<file path="src/hdl/sha1bs_pkg.sv">
`timescale 1ns / 1ps
// shared types, constants and round functions for the sha-1 byte stream hasher
// no dependencies

package sha1bs_pkg;

    localparam int WORD_W      = 32;
    localparam int SCHED_DEPTH = 16;
    localparam int SCHED_AW    = $clog2(SCHED_DEPTH);
    localparam int ROUND_W     = 7;

    localparam logic [ROUND_W-1:0] LAST_ROUND = ROUND_W'(79);
    localparam logic [ROUND_W-1:0] SCHED_LOAD = ROUND_W'(16);

    localparam logic [7:0] PAD_BYTE      = 8'h80;
    localparam logic [5:0] LEN_START_IDX = 6'd56;

    localparam logic [WORD_W-1:0] K0 = 32'h5A827999;
    localparam logic [WORD_W-1:0] K1 = 32'h6ED9EBA1;
    localparam logic [WORD_W-1:0] K2 = 32'h8F1BBCDC;
    localparam logic [WORD_W-1:0] K3 = 32'hCA62C1D6;

    localparam logic [WORD_W-1:0] H0_INIT = 32'h67452301;
    localparam logic [WORD_W-1:0] H1_INIT = 32'hEFCDAB89;
    localparam logic [WORD_W-1:0] H2_INIT = 32'h98BADCFE;
    localparam logic [WORD_W-1:0] H3_INIT = 32'h10325476;
    localparam logic [WORD_W-1:0] H4_INIT = 32'hC3D2E1F0;

    typedef struct packed {
        logic [7:0] msg_byte;
        logic       byte_present;
        logic       end_of_message;
    } t_in_item;

    typedef struct packed {
        logic [WORD_W-1:0] digest_word0;
        logic [WORD_W-1:0] digest_word1;
        logic [WORD_W-1:0] digest_word2;
        logic [WORD_W-1:0] digest_word3;
        logic [WORD_W-1:0] digest_word4;
    } t_out_item;

    function automatic logic [WORD_W-1:0] rotl1(input logic [WORD_W-1:0] v);
        return {v[WORD_W-2:0], v[WORD_W-1]};
    endfunction

    function automatic logic [WORD_W-1:0] rotl5(input logic [WORD_W-1:0] v);
        return {v[WORD_W-6:0], v[WORD_W-1:WORD_W-5]};
    endfunction

    function automatic logic [WORD_W-1:0] rotl30(input logic [WORD_W-1:0] v);
        return {v[1:0], v[WORD_W-1:2]};
    endfunction

    // round logic function, chosen by round number
    function automatic logic [WORD_W-1:0] round_f(
        input logic [ROUND_W-1:0] t,
        input logic [WORD_W-1:0]  b,
        input logic [WORD_W-1:0]  c,
        input logic [WORD_W-1:0]  d
    );
        logic [WORD_W-1:0] f;
        priority if (t < ROUND_W'(20)) begin
            f = (b & c) | (~b & d);
        end else if (t < ROUND_W'(40)) begin
            f = b ^ c ^ d;
        end else if (t < ROUND_W'(60)) begin
            f = (b & c) | (b & d) | (c & d);
        end else begin
            f = b ^ c ^ d;
        end
        return f;
    endfunction

    function automatic logic [WORD_W-1:0] round_k(input logic [ROUND_W-1:0] t);
        logic [WORD_W-1:0] k;
        priority if (t < ROUND_W'(20)) begin
            k = K0;
        end else if (t < ROUND_W'(40)) begin
            k = K1;
        end else if (t < ROUND_W'(60)) begin
            k = K2;
        end else begin
            k = K3;
        end
        return k;
    endfunction

endpackage

</file>
<file path="src/hdl/sha1bs_ram.sv">
`timescale 1ns / 1ps
// generic single write port, single read port ram with registered read data
// no dependencies

module sha1bs_ram #(
    parameter int WIDTH = 32,
    parameter int DEPTH = 16,
    localparam int AW = $clog2(DEPTH)
) (
    input  logic             i_clk,
    input  logic             i_we,
    input  logic [AW-1:0]    i_waddr,
    input  logic [WIDTH-1:0] i_wdata,
    input  logic [AW-1:0]    i_raddr,
    output logic [WIDTH-1:0] o_rdata
);

    logic [WIDTH-1:0] r_mem [DEPTH];
    logic [WIDTH-1:0] r_rdata;

    always_ff @(posedge i_clk) begin
        if (i_we) begin
            r_mem[i_waddr] <= i_wdata;
        end
        r_rdata <= r_mem[i_raddr];
    end

    assign o_rdata = r_rdata;

endmodule

</file>
<file path="src/hdl/sha1_byte_stream_hasher.sv">
`timescale 1ns / 1ps
// sha-1 hasher taking one message byte per transaction, digest as five words
// depends on sha1bs_pkg and sha1bs_ram
//
//  channel | valid       | ready       | payload
//  --------+-------------+-------------+------------------------------
//  input   | i_in_valid  | o_in_ready  | i_in  (msg_byte, flags)
//  output  | o_out_valid | i_out_ready | o_out (digest_word0..4)
//
// the 64th byte of a block starts a compression: a prime state for the schedule
// ram read, 80 rounds at one round per cycle, then a fold into the chaining
// words. closing a message pushes the padding (9 to 72 bytes) one byte per
// cycle, pausing for each block's compression, one or two in all, then loads
// the digest into the output register once that register is free.
// the message schedule lives in two 16-word rams, w and w[t]^w[t-2], so each
// round needs one read per ram. reset is synchronous; no clearing pass.
// the input stalls from a message close until its digest sits in the output
// register; the output register holds until taken.

module sha1_byte_stream_hasher (
    input  logic                  i_clk,
    input  logic                  i_rst_n,
    input  logic                  i_in_valid,
    output logic                  o_in_ready,
    input  sha1bs_pkg::t_in_item  i_in,
    output logic                  o_out_valid,
    input  logic                  i_out_ready,
    output sha1bs_pkg::t_out_item o_out
);

    import sha1bs_pkg::*;

    typedef enum logic [2:0] {
        S_IDLE,
        S_PAD,
        S_PRIME,
        S_ROUND,
        S_FINAL,
        S_DONE
    } t_state;

    t_state r_state, n_state;

    logic [5:0]          r_fill, n_fill;
    logic [23:0]         r_acc, n_acc;
    logic [63:0]         r_bits, n_bits;
    logic [63:0]         r_len, n_len;
    logic                r_pad_active, n_pad_active;
    logic                r_pad_first, n_pad_first;
    logic                r_len_phase, n_len_phase;
    logic                r_msg_done, n_msg_done;
    logic [ROUND_W-1:0]  r_t, n_t;
    logic [WORD_W-1:0]   r_h0, r_h1, r_h2, r_h3, r_h4;
    logic [WORD_W-1:0]   n_h0, n_h1, n_h2, n_h3, n_h4;
    logic [WORD_W-1:0]   r_a, r_b, r_c, r_d, r_e;
    logic [WORD_W-1:0]   n_a, n_b, n_c, n_d, n_e;
    logic [WORD_W-1:0]   r_wd1, r_wd2, r_wd3;
    logic [WORD_W-1:0]   n_wd1, n_wd2, n_wd3;
    logic                r_out_valid, n_out_valid;
    t_out_item           r_out, n_out;

    logic                in_acc;
    logic                push_en;
    logic [7:0]          push_byte;
    logic [WORD_W-1:0]   push_word;
    logic [WORD_W-1:0]   w_t;
    logic [WORD_W-1:0]   temp;
    logic [ROUND_W-1:0]  rd_t;

    logic                ram_we;
    logic [SCHED_AW-1:0] ram_waddr;
    logic [WORD_W-1:0]   w_wdata, p_wdata;
    logic [SCHED_AW-1:0] w_raddr, p_raddr;
    logic [WORD_W-1:0]   w_rdata, p_rdata;

    // w[t] ring and w[t]^w[t-2] ring
    sha1bs_ram #(
        .WIDTH(WORD_W),
        .DEPTH(SCHED_DEPTH)
    ) u_w_ram (
        .i_clk  (i_clk),
        .i_we   (ram_we),
        .i_waddr(ram_waddr),
        .i_wdata(w_wdata),
        .i_raddr(w_raddr),
        .o_rdata(w_rdata)
    );

    sha1bs_ram #(
        .WIDTH(WORD_W),
        .DEPTH(SCHED_DEPTH)
    ) u_p_ram (
        .i_clk  (i_clk),
        .i_we   (ram_we),
        .i_waddr(ram_waddr),
        .i_wdata(p_wdata),
        .i_raddr(p_raddr),
        .o_rdata(p_rdata)
    );

    assign o_in_ready  = (r_state == S_IDLE);
    assign in_acc      = i_in_valid && o_in_ready;
    assign o_out_valid = r_out_valid;
    assign o_out       = r_out;

    // read addresses for the round after this one: w[t] while loading, else
    // w[t-8]; the xor ring always gives w[t-14]^w[t-16]
    assign rd_t    = (r_state == S_ROUND) ? (r_t + ROUND_W'(1)) : '0;
    assign w_raddr = (rd_t < SCHED_LOAD) ? rd_t[SCHED_AW-1:0]
                                         : (rd_t[SCHED_AW-1:0] ^ SCHED_AW'(8));
    assign p_raddr = rd_t[SCHED_AW-1:0] + SCHED_AW'(2);

    assign w_t  = (r_t < SCHED_LOAD) ? w_rdata : rotl1(r_wd3 ^ w_rdata ^ p_rdata);
    assign temp = rotl5(r_a) + round_f(r_t, r_b, r_c, r_d) + r_e + round_k(r_t) + w_t;

    always_comb begin
        n_state      = r_state;
        n_fill       = r_fill;
        n_acc        = r_acc;
        n_bits       = r_bits;
        n_len        = r_len;
        n_pad_active = r_pad_active;
        n_pad_first  = r_pad_first;
        n_len_phase  = r_len_phase;
        n_msg_done   = r_msg_done;
        n_t          = r_t;
        n_h0         = r_h0;
        n_h1         = r_h1;
        n_h2         = r_h2;
        n_h3         = r_h3;
        n_h4         = r_h4;
        n_a          = r_a;
        n_b          = r_b;
        n_c          = r_c;
        n_d          = r_d;
        n_e          = r_e;
        n_wd1        = r_wd1;
        n_wd2        = r_wd2;
        n_wd3        = r_wd3;
        n_out        = r_out;
        n_out_valid  = r_out_valid && !i_out_ready;

        push_en   = 1'b0;
        push_byte = i_in.msg_byte;
        ram_we    = 1'b0;
        ram_waddr = r_fill[5:2];
        w_wdata   = w_t;
        p_wdata   = w_t ^ r_wd2;

        unique case (r_state)
            S_IDLE: begin
                if (in_acc) begin
                    if (i_in.byte_present) begin
                        push_en = 1'b1;
                        n_bits  = r_bits + 64'd8;
                    end
                    if (i_in.end_of_message) begin
                        n_len        = i_in.byte_present ? (r_bits + 64'd8) : r_bits;
                        n_pad_active = 1'b1;
                        n_pad_first  = 1'b1;
                        n_state      = S_PAD;
                    end
                end
            end
            S_PAD: begin
                push_en = 1'b1;
                if (r_pad_first) begin
                    push_byte   = PAD_BYTE;
                    n_pad_first = 1'b0;
                end else if (r_len_phase || (r_fill == LEN_START_IDX)) begin
                    // length goes out msb first
                    push_byte   = r_len[63:56];
                    n_len       = {r_len[55:0], 8'h00};
                    n_len_phase = 1'b1;
                    if (r_fill == 6'd63) begin
                        n_msg_done = 1'b1;
                    end
                end else begin
                    push_byte = 8'h00;
                end
            end
            S_PRIME: begin
                n_a     = r_h0;
                n_b     = r_h1;
                n_c     = r_h2;
                n_d     = r_h3;
                n_e     = r_h4;
                n_t     = '0;
                n_state = S_ROUND;
            end
            S_ROUND: begin
                n_a   = temp;
                n_b   = r_a;
                n_c   = rotl30(r_b);
                n_d   = r_c;
                n_e   = r_d;
                n_wd1 = w_t;
                n_wd2 = r_wd1;
                n_wd3 = r_wd2;
                if (r_t >= SCHED_LOAD) begin
                    ram_we    = 1'b1;
                    ram_waddr = r_t[SCHED_AW-1:0];
                    w_wdata   = w_t;
                    p_wdata   = w_t ^ r_wd2;
                end
                if (r_t == LAST_ROUND) begin
                    n_state = S_FINAL;
                end else begin
                    n_t = r_t + ROUND_W'(1);
                end
            end
            S_FINAL: begin
                n_h0 = r_h0 + r_a;
                n_h1 = r_h1 + r_b;
                n_h2 = r_h2 + r_c;
                n_h3 = r_h3 + r_d;
                n_h4 = r_h4 + r_e;
                priority if (r_msg_done) begin
                    n_state = S_DONE;
                end else if (r_pad_active) begin
                    n_state = S_PAD;
                end else begin
                    n_state = S_IDLE;
                end
            end
            S_DONE: begin
                if (!r_out_valid || i_out_ready) begin
                    n_out_valid        = 1'b1;
                    n_out.digest_word0 = r_h0;
                    n_out.digest_word1 = r_h1;
                    n_out.digest_word2 = r_h2;
                    n_out.digest_word3 = r_h3;
                    n_out.digest_word4 = r_h4;
                    n_h0               = H0_INIT;
                    n_h1               = H1_INIT;
                    n_h2               = H2_INIT;
                    n_h3               = H3_INIT;
                    n_h4               = H4_INIT;
                    n_bits             = '0;
                    n_pad_active       = 1'b0;
                    n_len_phase        = 1'b0;
                    n_msg_done         = 1'b0;
                    n_state            = S_IDLE;
                end
            end
            default: begin
                n_state = S_IDLE;
            end
        endcase

        // shared byte push: pack into words, write each full word to both rings
        push_word = {r_acc, push_byte};
        if (push_en) begin
            n_acc  = push_word[23:0];
            n_fill = r_fill + 6'd1;
            if (r_fill[1:0] == 2'd3) begin
                ram_we  = 1'b1;
                w_wdata = push_word;
                p_wdata = push_word ^ r_wd2;
                n_wd1   = push_word;
                n_wd2   = r_wd1;
                n_wd3   = r_wd2;
            end
            if (r_fill == 6'd63) begin
                n_state = S_PRIME;
            end
        end
    end

    always_ff @(posedge i_clk) begin
        if (!i_rst_n) begin
            r_state      <= S_IDLE;
            r_fill       <= '0;
            r_bits       <= '0;
            r_pad_active <= 1'b0;
            r_pad_first  <= 1'b0;
            r_len_phase  <= 1'b0;
            r_msg_done   <= 1'b0;
            r_t          <= '0;
            r_h0         <= H0_INIT;
            r_h1         <= H1_INIT;
            r_h2         <= H2_INIT;
            r_h3         <= H3_INIT;
            r_h4         <= H4_INIT;
            r_out_valid  <= 1'b0;
        end else begin
            r_state      <= n_state;
            r_fill       <= n_fill;
            r_bits       <= n_bits;
            r_pad_active <= n_pad_active;
            r_pad_first  <= n_pad_first;
            r_len_phase  <= n_len_phase;
            r_msg_done   <= n_msg_done;
            r_t          <= n_t;
            r_h0         <= n_h0;
            r_h1         <= n_h1;
            r_h2         <= n_h2;
            r_h3         <= n_h3;
            r_h4         <= n_h4;
            r_out_valid  <= n_out_valid;
        end
        r_acc <= n_acc;
        r_len <= n_len;
        r_a   <= n_a;
        r_b   <= n_b;
        r_c   <= n_c;
        r_d   <= n_d;
        r_e   <= n_e;
        r_wd1 <= n_wd1;
        r_wd2 <= n_wd2;
        r_wd3 <= n_wd3;
        r_out <= n_out;
    end

endmodule

</file>
<file path="config.mk">
export PLATFORM = sky130hd
export DESIGN_NAME = sha1_byte_stream_hasher
export DESIGN_NICKNAME = d
export VERILOG_FILES = /design/src/hdl/sha1bs_pkg.sv /design/src/hdl/sha1bs_ram.sv /design/src/hdl/sha1_byte_stream_hasher.sv
export SDC_FILE = /design/constraint.sdc
export NUM_CORES = 2
export LEC_CHECK = 0
export BUFFER_PORTS_ARGS = -buffer_cell sky130_fd_sc_hd__buf_2
export CORE_ASPECT_RATIO = 0.7
export CORE_UTILIZATION = 30
export CTS_CLUSTER_SIZE = 12
export DETAILED_ROUTE_END_ITERATION = 7
export SYNTH_ARGS = -nofsm -noshare
export SYNTH_HDL_FRONTEND = slang
export SYNTH_HIERARCHICAL = 1
export SYNTH_SLANG_ARGS = --single-unit
</file>
<file path="constraint.sdc">
create_clock -name i_clk -period 9.35 [get_ports i_clk]
set_input_delay 0.4675 -clock i_clk [delete_from_list [all_inputs] [get_ports i_clk]]
set_output_delay 0.4675 -clock i_clk [all_outputs]
set_load 0.02 [all_outputs]
</file>
==> metrics.txt <==
final slew viol count=0; critical path arrival=~7700 ps; DIE WIDTH=626.0 um; clk buf depth=4; Layout area overhead=13.39%; routed len/inst=between 20 and 25 um; worst reg2reg path endpoint=r_a[31]; vias per cell=roughly 5.2; Die Height=about 440 um; final worst-path cycle share=0.7657; startpoint types=register; Detailed Route WL=~240000 um; worst clock skew=62.28 ps; global route overflow=0; PwrDens=roughly 180 mW/mm^2; met1 global-route usage=0.2554; syn nets=between 6k and 7k; gp weighted congestion=approximately 0.91; Worst EP required=slightly below 10000 ps; Initial DRT Pass Iterations=5; Synth Flop Type=edfxtp_1; sequential cell area=0.05096 mm^2; hpwl dp=between 150000 and 200000 um; setup repair bufs after CTS=0; Max FO, Critical Path=48; setup TNS=0 ps; Tmin final=roughly 7200 ps; number of max-cap violations=0; number of synthesized flops with an enable pin=~1.4k; IO Port Bufs=~180; sequential power share=0.554; Clock Tree Root=clkbuf_16; final hold vios=0; H-tree levels=4; yosys warns=6; Final Total Pwr=roughly 17000 uW; reg-to-reg startpoint=r_t[4]; final non-filler cell total=between 10k and 15k; TritonCTS Sinks=about 1.8k; Setup crit end kind=register; GR Util met3=0.04560; Clock Latency Late Sink=roughly 860 ps; unrepaired setup endpoints after global routing=no; area taken by multi-input logic gates=slightly below 0.03 mm^2; Top Usage Layer GRT=met1; Least-Margin Pin Slew=about 1400 ps; switching portion of total power=0.2196; Post-Syn Area=0.08177 mm^2; post-synthesis sequential area ratio=0.6232; via count=52.12k; leakage=about 0.033 uW; reg2reg path depth=20; Rows=between 150 and 200; Starting Density=0.3034; CTS tree=built; GR Layer Usage met2=0.2412; CTS Buf Count=183; first-pass GRT wire length=between 300000 and 400000 um; Int Power=13130 uW; Die ar.=between 0.2 and 0.3 mm^2; share of layout cells above drive strength 1=0.1435; maximum vdd ir drop=146.4 uV; fin area=0.09272 mm^2; FFs w/ async S/R, synth=0; largest net degree at the start of global routing=approximately 110; Post-DP Area=0.08738 mm^2; Relative slew margins=0.04224; Hold Path Class=in -> reg; P_sw=approximately 3700 uW; Distinct cells, synth=83; Final Setup Violations=0; Post-Syn Instances=6106; Critical Path End=r_a[31]; initial antenna violation count=17; DRC marker count from the first detailed-route iteration=5890; placed cell count=9742; I/O pin cnt=176; Hold Path Origin=i_out_ready; Reg clk slew, reported paths=60 ps; DRC viols=0; final net count=approximately 6.6k; syn avg cell area=about 13 um^2; most frequent cells in the layout=edfxtp_1, nand2_1, dfxtp_1, nor2_1, a21oi_1; worst setup path start=r_t[4]; Fillers=~26k; Core ar.=0.2696 mm^2; Total GRT Usage=0.1686; outcome=complete, no violations; most common cell after layout, fill and taps aside=edfxtp_1; Clock power frac=0.406; ANT nets after route=0; max frequency=roughly 140 MHz; reg2reg setup slack=roughly 2200 ps; Combinational Power Share=0.040; Setup CP Type=reg -> reg; #FFs+latches synth=about 1.8k; vias in the first global route=roughly 50k
[cell usage after synthesis (90+ instances only)]
cell	instances	area [um^2]
nand2_1	777	2917
fa_1	125	2502
mux4_2	256	5766
edfxtp_1	1429	42910
ha_1	198	2477
inv_1	238	893.4
a22oi_1	159	1194
xnor2_1	151	1323
a21o_1	91	683.2
clkbuf_1	193	724.4
o21ai_0	314	1572
xor2_1	162	1419
nor3_1	90	450.4
a21oi_1	351	1757
nor2_1	418	1569
dfxtp_1	402	8048
[worst max-delay path, stage by stage (launching register included)]
cell,delay [ps]
dfxtp_1,410
nor3_2,980
buf_4,590
a21oi_1,240
fa_1,530
inv_1,60
fa_1,540
inv_1,60
fa_1,510
inv_1,40
ha_1,380
a21o_1,220
a21o_1,180
a21oi_1,200
a21boi_1,190
a31oi_1,600
o211ai_1,220
a2111o_1,450
a31oi_1,200
xnor2_1,150
o21ai_0,90
[worst min path at each step]
stage / end / slack, ps / cells past startpoint
after detailed placement: r_pad_active / 450 / 2
after CTS: o_out_valid / 30 / 3
after global placement: r_pad_active / 440 / 2
after floorplan: r_pad_active / 440 / 2
after global routing: o_out_valid / 60 / 3
final: o_out_valid / 80 / 3
[sequential cells by signal, summed over array words and instances, names as in the netlist, 24 cells and up]
register / cells
r_d: 32
r_e: 32
r_h1: 32
r_acc: 24
r_h4: 32
r_a: 32
r_h2: 32
r_len: 61
r_wd2: 32
u_w_ram/o_rdata: 32
r_wd1: 32
u_p_ram/r_mem: 512
r_b: 32
u_w_ram/r_mem: 512
r_h3: 32
r_bits: 61
r_c: 32
r_h0: 32
r_wd3: 32
o_out: 160
u_p_ram/o_rdata: 32
[per-stage QoR]
step | util | hold WS (ps) | setup slack [ps]
finish | 0.3440 | 78.35 | 2191
global route | 0.3439 | 60.05 | 1888
CTS | 0.3438 | 26.43 | 2384
detailed placement | 0.3241 | 449.0 | 2424
global placement | 0.3241 | 443.4 | 2482
floorplan | - | 436.7 | 2203
[kinds of logic after synthesis]
kind of cell	Yosys count	synth area share
compound gates	1174	0.08919
xor+xnor	313	0.03352
fa+ha+maj	323	0.06090
buf+inv	505	0.02425
flops	1831	0.6232
mux	362	0.08454
simple gates	1598	0.08443
[power by group through the flow]
stage | registers, uW | logic [uW] | clock network, uW
6_report | 9310 | 674 | 6830
5_1_grt | 9330 | 744 | 7280
4_1_cts | 9310 | 677 | 6960
3_5_place_dp | 9480 | 674 | 0
3_3_place_gp | 9470 | 636 | 0
2_1_floorplan | 9430 | 421 | 0
[metal layers]
layer | part of all wire | up-vias | routed length (um)
li1 | - | 23060 | -
met2 | 0.42 | 2249 | 99720
met4 | 0.016 | 10 | 3781
met1 | 0.46 | 26520 | 109700
met5 | 0.00026 | - | 63
met3 | 0.10 | 283 | 24680
[layout make-up]
class | count | share of cell area
clock inverters | 13 | 0.0009581
clock buffers | 313 | 0.05610
diodes | 6 | 0.0001619
repair buffers | 280 | 0.01846
inverters | 241 | 0.009891
well taps | 3622 | 0.04888
multi-input cells | 3770 | 0.3160
flip-flops and latches | 1831 | 0.5496
[what timing repair did]
action | 4_1_cts | 5_1_grt
hold buffers | 1 | 0
endpoints found under the setup margin | 0 | 0
resized for setup | 0 | 0
endpoints found under the hold margin | 1 | 0
No activity file was read; power rests on OpenSTA's default activity.
